### config.mk
export PLATFORM = sky130hd
export DESIGN_NAME = fir_filter_direct_form
export DESIGN_NICKNAME = d
export VERILOG_FILES = /design/src/sv/ffd_pkg.sv /design/src/sv/ffd_tap_mem.sv /design/src/sv/ffd_mac.sv /design/src/sv/fir_filter_direct_form.sv
export SDC_FILE = /design/constraint.sdc
export NUM_CORES = 2
export LEC_CHECK = 0
export ABC_AREA = 1
export ABC_CLOCK_PERIOD_IN_PS = 10350
export BUFFER_PORTS_ARGS = -buffer_cell sky130_fd_sc_hd__buf_4
export CORE_MARGIN = 3
export CORE_UTILIZATION = 45
export DETAILED_ROUTE_END_ITERATION = 8
export SYNTH_ARGS = -nofsm -noshare
export SYNTH_HDL_FRONTEND = slang
export SYNTH_SLANG_ARGS = --single-unit
export TNS_END_PERCENT = 10
### constraint.sdc
create_clock -name clock -period 10.35 [get_ports clock]
set_input_delay 2.07 -clock clock [delete_from_list [all_inputs] [get_ports clock]]
set_output_delay 2.07 -clock clock [all_outputs]
set_load 0.005 [all_outputs]
### src/sv/ffd_pkg.sv
package ffd_pkg;

   localparam int SAMPLE_BITS = 16;
   localparam int TAPS_DEFAULT = 32;
   localparam int CIDX_BITS = 5;

   localparam logic OP_LOAD = 1'b0;
   localparam logic OP_FILTER = 1'b1;

   typedef struct packed {
      logic                          op;
      logic [CIDX_BITS-1:0]          coef_index;
      logic signed [SAMPLE_BITS-1:0] coef_value;
      logic signed [SAMPLE_BITS-1:0] sample;
   } req_type;

   typedef struct packed {
      logic signed [SAMPLE_BITS-1:0] filtered;
      logic                          clipped;
   } rsp_type;

   typedef struct packed {
      logic valid;
      logic clear;
      logic keep;
      logic last;
   } mac_ctl_type;

endpackage

### src/sv/ffd_tap_mem.sv
module ffd_tap_mem #(
   parameter int DEPTH = ffd_pkg::TAPS_DEFAULT,
   parameter int WIDTH = ffd_pkg::SAMPLE_BITS
) (
   input  logic                     clock,
   input  logic                     wr_en,
   input  logic [$clog2(DEPTH)-1:0] wr_addr,
   input  logic [WIDTH-1:0]         wr_data,
   input  logic                     rd_en,
   input  logic [$clog2(DEPTH)-1:0] rd_addr,
   output logic [WIDTH-1:0]         rd_data
);

   logic [WIDTH-1:0] mem_ff [DEPTH];
   logic [WIDTH-1:0] rd_data_ff;

   always_ff @(posedge clock) begin
      if (wr_en) begin
         mem_ff[wr_addr] <= wr_data;
      end
   end

   always_ff @(posedge clock) begin
      if (rd_en) begin
         rd_data_ff <= mem_ff[rd_addr];
      end
   end

   assign rd_data = rd_data_ff;

endmodule

### src/sv/ffd_mac.sv
module ffd_mac #(
   parameter int TAPS = ffd_pkg::TAPS_DEFAULT
) (
   input  logic                                  clock,
   input  logic                                  reset,
   input  ffd_pkg::mac_ctl_type                  ctl,
   input  logic signed [ffd_pkg::SAMPLE_BITS-1:0] coef,
   input  logic signed [ffd_pkg::SAMPLE_BITS-1:0] samp,
   output logic                                  done,
   output ffd_pkg::rsp_type                      result
);

   localparam int SB = ffd_pkg::SAMPLE_BITS;
   localparam int PW = 2 * SB;
   localparam int ACC_W = PW + $clog2(TAPS);
   localparam int RND_W = ACC_W + 1;
   localparam logic signed [RND_W-1:0] HALF = RND_W'(2 ** (SB - 2));
   localparam logic signed [RND_W-1:0] OUT_MAX = RND_W'(2 ** (SB - 1) - 1);
   localparam logic signed [RND_W-1:0] OUT_MIN = ~OUT_MAX;

   logic signed [PW-1:0]    prod_ff;
   logic                    valid1_ff;
   logic                    clear1_ff;
   logic                    last1_ff;
   logic signed [ACC_W-1:0] acc_ff;
   logic                    last2_ff;
   logic                    done_ff;
   ffd_pkg::rsp_type        result_ff;

   logic signed [RND_W-1:0] rnd;
   logic signed [RND_W-1:0] shifted;
   ffd_pkg::rsp_type        result_in;

   always_ff @(posedge clock) begin
      if (ctl.keep) begin
         prod_ff <= coef * samp;
      end else begin
         prod_ff <= '0;
      end
   end

   always_ff @(posedge clock) begin
      if (reset) begin
         valid1_ff <= 1'b0;
         clear1_ff <= 1'b0;
         last1_ff  <= 1'b0;
         last2_ff  <= 1'b0;
         done_ff   <= 1'b0;
      end else begin
         valid1_ff <= ctl.valid;
         clear1_ff <= ctl.clear;
         last1_ff  <= ctl.valid && ctl.last;
         last2_ff  <= valid1_ff && last1_ff;
         done_ff   <= last2_ff;
      end
   end

   always_ff @(posedge clock) begin
      if (valid1_ff) begin
         if (clear1_ff) begin
            acc_ff <= ACC_W'(prod_ff);
         end else begin
            acc_ff <= acc_ff + ACC_W'(prod_ff);
         end
      end
   end

   always_comb begin
      rnd = RND_W'(acc_ff) + HALF;
      shifted = rnd >>> (SB - 1);
      if (shifted > OUT_MAX) begin
         result_in.filtered = OUT_MAX[SB-1:0];
         result_in.clipped  = 1'b1;
      end else if (shifted < OUT_MIN) begin
         result_in.filtered = OUT_MIN[SB-1:0];
         result_in.clipped  = 1'b1;
      end else begin
         result_in.filtered = shifted[SB-1:0];
         result_in.clipped  = 1'b0;
      end
   end

   always_ff @(posedge clock) begin
      if (last2_ff) begin
         result_ff <= result_in;
      end
   end

   assign done = done_ff;
   assign result = result_ff;

endmodule

### src/sv/fir_filter_direct_form.sv
// Direct-form FIR filter, TAPS taps, Q1.15 samples and coefficients.
// Request channel (req_valid/req_ready/req_data): op load writes one
// coefficient and gives no response; coefficient indexes at or beyond
// TAPS are dropped. Op filter shifts one sample into the delay line and
// gives one response on rsp_valid/rsp_ready/rsp_data: the sum of
// products, rounded to Q1.15 and saturated, with clipped set on saturation.
// Delay line and coefficients sit in two single-port-read RAMs; one tap is
// read and multiplied per cycle, and no request is taken while a sum is
// in progress.
// Load every coefficient before the first filter request.
// The response waits in an output register: a new request can be taken
// while it is held. If the receiver still stalls when the next sum is
// ready, the block holds that sum and takes no request until it moves out.
// Reset empties the delay line (history reads as zero) through a fill count;
// the coefficient RAM is not cleared.
module fir_filter_direct_form #(
   parameter int TAPS = ffd_pkg::TAPS_DEFAULT
) (
   input  logic             clock,
   input  logic             reset,
   input  logic             req_valid,
   output logic             req_ready,
   input  ffd_pkg::req_type req_data,
   output logic             rsp_valid,
   input  logic             rsp_ready,
   output ffd_pkg::rsp_type rsp_data
);

   localparam int SB = ffd_pkg::SAMPLE_BITS;
   localparam int AW = $clog2(TAPS);
   localparam int FW = $clog2(TAPS + 1);

   localparam logic [1:0] ST_IDLE = 2'd0;
   localparam logic [1:0] ST_RUN  = 2'd1;
   localparam logic [1:0] ST_WAIT = 2'd2;
   localparam logic [1:0] ST_DONE = 2'd3;

   logic [1:0]       state_ff, state_in;
   logic [AW-1:0]    wptr_ff, wptr_in;
   logic [AW-1:0]    rptr_ff, rptr_in;
   logic [AW-1:0]    tap_ff, tap_in;
   logic [FW-1:0]    fill_ff, fill_in;
   ffd_pkg::mac_ctl_type ctl_ff, ctl_in;
   logic             rsp_valid_ff, rsp_valid_in;
   ffd_pkg::rsp_type rsp_data_ff;

   logic             req_xfer;
   logic             load_xfer;
   logic             filt_xfer;
   logic             coef_ok;
   logic             run;
   logic             rsp_free;
   logic             rsp_load;
   logic [SB-1:0]    coef_rd;
   logic [SB-1:0]    samp_rd;
   logic             mac_done;
   ffd_pkg::rsp_type mac_result;

   assign req_ready = (state_ff == ST_IDLE);
   assign req_xfer  = req_valid && req_ready;
   assign load_xfer = req_xfer && (req_data.op == ffd_pkg::OP_LOAD);
   assign filt_xfer = req_xfer && (req_data.op == ffd_pkg::OP_FILTER);
   assign coef_ok   = 32'(req_data.coef_index) < 32'(TAPS);
   assign run       = (state_ff == ST_RUN);
   assign rsp_free  = !rsp_valid_ff || rsp_ready;
   assign rsp_load  = (state_ff == ST_DONE) && rsp_free;

   ffd_tap_mem #(.DEPTH(TAPS), .WIDTH(SB)) u_coef_mem (
      .clock   (clock),
      .wr_en   (load_xfer && coef_ok),
      .wr_addr (AW'(req_data.coef_index)),
      .wr_data (req_data.coef_value),
      .rd_en   (run),
      .rd_addr (tap_ff),
      .rd_data (coef_rd)
   );

   ffd_tap_mem #(.DEPTH(TAPS), .WIDTH(SB)) u_delay_mem (
      .clock   (clock),
      .wr_en   (filt_xfer),
      .wr_addr (wptr_ff),
      .wr_data (req_data.sample),
      .rd_en   (run),
      .rd_addr (rptr_ff),
      .rd_data (samp_rd)
   );

   ffd_mac #(.TAPS(TAPS)) u_mac (
      .clock  (clock),
      .reset  (reset),
      .ctl    (ctl_ff),
      .coef   ($signed(coef_rd)),
      .samp   ($signed(samp_rd)),
      .done   (mac_done),
      .result (mac_result)
   );

   always_comb begin
      state_in     = state_ff;
      wptr_in      = wptr_ff;
      rptr_in      = rptr_ff;
      tap_in       = tap_ff;
      fill_in      = fill_ff;
      rsp_valid_in = rsp_valid_ff;
      ctl_in.valid = run;
      ctl_in.clear = (tap_ff == '0);
      ctl_in.keep  = FW'(tap_ff) < fill_ff;
      ctl_in.last  = (tap_ff == AW'(TAPS - 1));

      if (rsp_valid_ff && rsp_ready) begin
         rsp_valid_in = 1'b0;
      end

      case (state_ff)
         ST_IDLE: begin
            if (filt_xfer) begin
               rptr_in  = wptr_ff;
               wptr_in  = (wptr_ff == AW'(TAPS - 1)) ? '0 : wptr_ff + 1'b1;
               fill_in  = (fill_ff == FW'(TAPS)) ? fill_ff : fill_ff + 1'b1;
               tap_in   = '0;
               state_in = ST_RUN;
            end
         end
         ST_RUN: begin
            tap_in  = tap_ff + 1'b1;
            rptr_in = (rptr_ff == '0) ? AW'(TAPS - 1) : rptr_ff - 1'b1;
            if (tap_ff == AW'(TAPS - 1)) begin
               state_in = ST_WAIT;
            end
         end
         ST_WAIT: begin
            if (mac_done) begin
               state_in = ST_DONE;
            end
         end
         ST_DONE: begin
            if (rsp_free) begin
               rsp_valid_in = 1'b1;
               state_in     = ST_IDLE;
            end
         end
         default: begin
            state_in = ST_IDLE;
         end
      endcase
   end

   always_ff @(posedge clock) begin
      if (reset) begin
         state_ff     <= ST_IDLE;
         wptr_ff      <= '0;
         rptr_ff      <= '0;
         tap_ff       <= '0;
         fill_ff      <= '0;
         ctl_ff       <= '0;
         rsp_valid_ff <= 1'b0;
      end else begin
         state_ff     <= state_in;
         wptr_ff      <= wptr_in;
         rptr_ff      <= rptr_in;
         tap_ff       <= tap_in;
         fill_ff      <= fill_in;
         ctl_ff       <= ctl_in;
         rsp_valid_ff <= rsp_valid_in;
      end
   end

   always_ff @(posedge clock) begin
      if (rsp_load) begin
         rsp_data_ff <= mac_result;
      end
   end

   assign rsp_valid = rsp_valid_ff;
   assign rsp_data  = rsp_data_ff;

`ifndef SYNTHESIS
   a_fill_bound: assert property (@(posedge clock) disable iff (reset)
      fill_ff <= FW'(TAPS))
      else $error("fill count beyond tap count");

   a_done_in_wait: assert property (@(posedge clock) disable iff (reset)
      mac_done |-> state_ff == ST_WAIT)
      else $error("sum finished outside wait state");

   a_filter_starts: assert property (@(posedge clock) disable iff (reset)
      filt_xfer |=> state_ff == ST_RUN && tap_ff == '0)
      else $error("filter transfer did not start tap sweep");

   a_rsp_from_done: assert property (@(posedge clock) disable iff (reset)
      $rose(rsp_valid_ff) |-> $past(state_ff) == ST_DONE)
      else $error("response raised without finished sum");
`endif

endmodule
# Word level (Yosys, flattened, before mapping)
# Memories as Yosys holds them, arrays and structs flattened. A register that Yosys moved wholly into a read port is not among the register bits.
# Index checks and enable logic that the tools add are counted.
[totals]
register_bits = 136
ramBits = 1024
input_bits = 42
out_inout_bits = 19
word_cells = 82
n_memories = 2
[mem_list]
columns = ["memory", "words", "width", "rd", "rd_ports_with_merged_regs", "wr", "line", "source"]
rows = [
  ["u_coef_mem.mem_ff", 32, 16, 1, 1, 1, "ffd_tap_mem.sv:14", "logic [WIDTH-1:0] mem_ff [DEPTH];"],
  ["u_delay_mem.mem_ff", 32, 16, 1, 1, 1, "ffd_tap_mem.sv:14", ""],
]
[classes]
n_addsub = 6
multipliers = 1
n_lt_le_gt_ge = 3
eq_ne = 10
n_mux = 20
n_bitwise = 2
n_reduce_logical = 17
[op_table]
columns = ["cell", "count"]
rows = [
  ["$add A37 B16 Y38 const B", 1],
  ["$add A37 B32 Y37", 1],
  ["$mux W37", 1],
  ["$mul A16 B16 Y32", 1],
  ["$gt A23 B16 Y1 const B", 1],
  ["$lt A23 B16 Y1 const B", 1],
  ["$mux W5", 4],
  ["$pmux W5 S2", 2],
  ["$mux W17", 1],
  ["$add A5 B1 Y5 const B", 2],
  ["$eq A5 B5 Y1 const B", 2],
  ["$logic_not A5 Y1", 2],
  ["$mux W2", 4],
  ["$pmux W2 S4", 1],
  ["$logic_and A1 B1 Y1", 7],
  ["$mux W1", 7],
  ["$add A6 B1 Y6 const B", 1],
  ["$eq A6 B6 Y1 const B", 1],
  ["$lt A5 B6 Y1", 1],
  ["$sub A5 B1 Y5 const B", 1],
  ["$eq A2 B2 Y1 const B", 2],
  ["$ne A2 B1 Y1 const B", 2],
  ["$ne A2 B2 Y1 const B", 2],
  ["$reduce_and A2 Y1", 2],
  ["8 further kinds", 9],
]

# Logic depth before layout (Yosys ltp)
[depth]
depth_word = 5
mapped_depth = 25

# By module
# From an unflattened synthesis, not the netlist that was laid out.
[hier_totals]
cells_unflattened = 6246
area_unflattened_um2 = 62203.4
[modules_own_cells]
columns = ["mod", "n_inst", "cells_each", "area_per_inst_um2", "seq_area_each_um2"]
rows = [
  ["ffd_tap_mem", 2, 1794, 21461.8, 15855.2],
  ["ffd_mac", 1, 2419, 17171.5, 2362.3],
  ["fir_filter_direct_form", 1, 239, 2108.3, 1071.0],
]

# Worst setup path after synthesis
# Ideal clock, no wire load.
[synth_path]
path_kind = "flip-flop to flip-flop"
from = "register u_coef_mem.rd_data_ff[15], in the netlist u_coef_mem.rd_data[15] (read register of u_coef_mem.mem_ff)"
to = "register u_mac.prod_ff[27]"
t_arrival_ps = 5485
required_time_ps = 10237
path_slack_ps = 4752
path_stages_with_launch = 23
n_path_buf = 1
path_cell_list = "edfxtp_1 clkbuf_1 nand2_1 inv_1 fa_1 fa_1 fa_1 fa_1 fa_1 inv_1 fa_1 inv_1 ha_1 nand2_1 nor2_1 inv_1 nor3_1 and3_1 nand2_1 nand3_1 nand2_1 nand2_1 nor2_1"
[synth_via]
elab_chain_cells = 1
[synth_rtl]
columns = ["item", "line", "source"]
rows = [
  ["from (decl)", "ffd_tap_mem.sv:15", "logic [WIDTH-1:0] rd_data_ff;"],
  ["$mul A16 B16 Y32", "ffd_mac.sv:36", "prod_ff <= coef * samp;"],
  ["to (signal assigned)", "ffd_mac.sv:36", ""],
  ["to (decl)", "ffd_mac.sv:21", "logic signed [PW-1:0] prod_ff;"],
]
# No other way between the ends.
# A chain may end at the register's enable or synchronous reset.

# Final worst setup path
[layout_path]
from = "register u_delay_mem.rd_data_ff[1], in the netlist u_delay_mem.rd_data[1] (read register of u_delay_mem.mem_ff)"
to = "register u_mac.prod_ff[27]"
[layout_via]
elab_chain_cells = 1
[layout_rtl]
columns = ["item", "line"]
rows = [
  ["from (decl)", "ffd_tap_mem.sv:15"],
  ["$mul A16 B16 Y32", "ffd_mac.sv:36"],
]
# No other way between the ends.

==> flow_summary.yaml <==
finish:
  instances_no_fill: 7383
  num-fill-cells: 11683
  multiInputGateArea_um2: 21200
  drive_gt1_share_pct: 6.50
  syn2layout_area_growth_pct: 10.5
  nNetsFinal: 5979
  antennaDiodeCount: 0
  regArea_um2: 35200
  design_area_um2: 66000
sta:
  final.setup.tns_ps: 0
  hold_viol: 0
  period_share_pct: 59.4
  setup_ws_ps: 4210
  period_minus_slack_ps: 6140
  fin_skew_ps: 35.4
  rsz0062_at_grt: "no"
  setup_viol: 0
  worstMarginPinSlew_ps: 1260
  max_clock_freq_ghz: 0.163
  finalMaxSlewViolations: 0
  slew_headroom_pct: 15.7
clock_tree:
  cts_max_level: 4
  clockRootBuffer: "clkbuf_16"
  clock-sinks: 1192
  cts_buffers: 130
  cts_tree: "yes"
  clockBufferDepth: 3
  clk_latency_ps: 770
  post-cts-setup-buffers: 0
  post_cts_resized: 0
  ctsHoldBuffers: 0
  clk_pin_slew_ps: 70
synthesis:
  synth.net_count: 5984
  yosys.cell_types.count: 44
  synth_warnings: 0
  synthCells: 5541
  syn-cell-area_um2: 59700
  ys_seq_area_share_pct: 58.8
  yosys_register_bits: 1192
  syn_avg_cell_area_um2: 10.8
placement:
  dpl_cell_area_um2: 62000
  hpwl_um: 98700
  routabilityCongestion: 0.936
  place_inst: 7159
  dp_slack_ps: 4240
  io_buffer_count: 60
global_route:
  grt_max_degree: 196
  grt_pass1_wl_um: 241000
  first_global_vias: 39910
  grt.total_usage_pct: 23.0
  antenna_found_initial: 3
  grt_overflow: 0
floorplanning:
  fp.dieH_um: 370
  num_rows: 133
  dieArea_um2: 137000
  io_pins: 61
  start_util_pct: 45.4
  core_um2: 132000
  die_w_um: 370
route:
  drtPass1Iterations: 5
  wl_um: 157000
  first_iter_violations: 3560
  drc: 0
  wl_per_cell_um: 21.2
  vias: 40643
  viasPerCell: 5.50
  ant_nets: 0
worst_setup_path:
  required_ps: 11000
  start_kind: "flop"
  arrival_ps: 6790
  cp-end-kind: "flop"
  cp_max_fo: 16
  worstSetupPathType: "reg -> reg"
hold_path:
  min_path_type: "reg -> reg"
run:
  timing.max_cap.violations: 0
run_status:
  status: "finished clean"
## Yosys cell counts
library cell | instances | area, µm²
a211oi_1 | 3 | 22.5
a21boi_0 | 2 | 15.0
a21o_1 | 7 | 52.6
a21oi_1 | 107 | 536
a31oi_1 | 4 | 25.0
and2_1 | 1 | 6.26
and3_1 | 2 | 12.5
buf_1 | 19 | 71.3
buf_2 | 39 | 195
buf_4 | 3 | 22.5
buf_6 | 1 | 11.3
buf_8 | 1 | 15.0
clkbuf_1 | 220 | 826
clkbuf_2 | 1 | 5.00
clkinv_1 | 3 | 11.3
dfxtp_1 | 65 | 1300
edfxtp_1 | 1127 | 33800
fa_1 | 263 | 5270
ha_1 | 138 | 1730
inv_1 | 620 | 2330
inv_2 | 1 | 3.75
nand2_1 | 846 | 3180
nand2_2 | 3 | 18.8
nand2_4 | 1 | 11.3
nand3_1 | 191 | 956
nand3b_1 | 12 | 90.1
nand4_1 | 54 | 338
nor2_1 | 806 | 3030
nor2_2 | 3 | 18.8
nor2_4 | 1 | 11.3
nor3_1 | 31 | 155
nor3_2 | 1 | 10.0
nor3b_1 | 1 | 7.51
nor4_1 | 1 | 6.26
o211ai_1 | 63 | 473
o21a_1 | 11 | 82.6
o21ai_0 | 578 | 2890
o21ai_1 | 29 | 145
o21bai_1 | 15 | 113
o221ai_1 | 70 | 613
o22ai_1 | 154 | 963
or2_2 | 15 | 93.8
xnor2_1 | 15 | 131
xor2_1 | 13 | 114
## registers in the layout, indices dropped and copies added (netlist names)
signal	cells
u_mac.last2_ff	1
rptr_ff	5
u_mac.result	17
u_mac.valid1_ff	1
u_mac.done	1
tap_ff	5
fill_ff	6
wptr_ff	5
u_delay_mem.rd_data	16
u_coef_mem.mem_ff	512
u_mac.last1_ff	1
u_delay_mem.mem_ff	512
u_mac.clear1_ff	1
rsp_data	17
rsp_valid	1
u_mac.acc_ff	37
u_coef_mem.rd_data	16
u_mac.prod_ff	32
ctl_ff	4
state_ff	2
## final cells by class
class                           instances  share of cell area (%)
Timing Repair Buffer                  147                    1.71
Sequential cell                      1192                    53.3
Clock inverter                         55                   0.826
Inverter                              624                    3.57
Clock buffer                          169                    5.28
Tap cell                             1755                    3.33
Multi-Input combinational cell       3441                    32.0
## logic make-up after synthesis
group                    Yosys count  share of synthesized area, %
AND/OR/NAND/NOR                 1969                          13.3
flip-flops                      1192                          58.8
AO/OA/AOI/OAI                   1043                          9.93
buffers and inverters            908                          5.84
adder cells (fa/ha/maj)          401                          11.7
XOR/XNOR                          28                         0.411
## final timing paths
path | startpoint | slack, ps | end | cells after the start
setup / recovery | u_delay_mem.rd_data[1]$_DFFE_PP_ | 4210 | u_mac.prod_ff[27]$_SDFF_PN0_ | 21
hold reg to reg | ctl_ff[0]$_SDFF_PP0_ | 420 | u_mac.last1_ff$_SDFF_PP0_ | 2
hold / removal | ctl_ff[0]$_SDFF_PP0_ | 420 | u_mac.last1_ff$_SDFF_PP0_ | 2
setup reg to reg | u_delay_mem.rd_data[1]$_DFFE_PP_ | 4210 | u_mac.prod_ff[27]$_SDFF_PN0_ | 21
## metal layers
layer,share of wire (%),up-vias,global-route usage [%]
met5,0,-,0
met4,2.5,0,6.74
met3,6.2,226,3.40
met2,47,1290,36.4
met1,45,20196,32.9
li1,-,18931,-
## critical path, cell delays in order, from the launching register on
cell	delay, ps
edfxtp_1	740
nand2_1	210
inv_1	160
fa_1	550
fa_1	900
fa_1	540
fa_1	510
fa_1	490
inv_1	50
fa_1	470
inv_1	40
ha_1	350
nand2_1	130
nor2_1	160
inv_1	70
nor3_1	170
and3_1	180
nand2_1	50
nand3_1	110
nand2_1	60
nand2_1	60
nor2_1	40
## stage by stage
stage	utilization (%)	hold slack, ps
global placement	47.1	402
floorplan	-	388
finish	50.2	418
CTS	50.2	419
global route	50.2	425
detailed placement	47.1	406
## placed cells by master, fill, tap and decap left out, types with 11 or more instances in the layout
cell type / netlist / routed
edfxtp_1: 1127 / 1127
nand2_1: 846 / 846
nor2_1: 806 / 795
inv_1: 620 / 618
o21ai_0: 578 / 578
fa_1: 263 / 263
nand3_1: 191 / 191
o22ai_1: 154 / 154
buf_4: 3 / 145
ha_1: 138 / 137
clkbuf_16: 0 / 133
a21oi_1: 107 / 106
o221ai_1: 70 / 70
o211ai_1: 63 / 63
dfxtp_1: 65 / 58
nand4_1: 54 / 54
clkbuf_1: 220 / 34
o21ai_1: 29 / 29
nor3_1: 31 / 27
clkinv_1: 3 / 25
or2_2: 15 / 15
o21bai_1: 15 / 15
xnor2_1: 15 / 15
nor2_2: 3 / 14
clkinv_2: 0 / 13
xor2_1: 13 / 13
nand3b_1: 12 / 12
o21a_1: 11 / 11
Power is not shown: default switching activity piles up to over one toggle a cycle in this logic, so the estimate is an artifact.
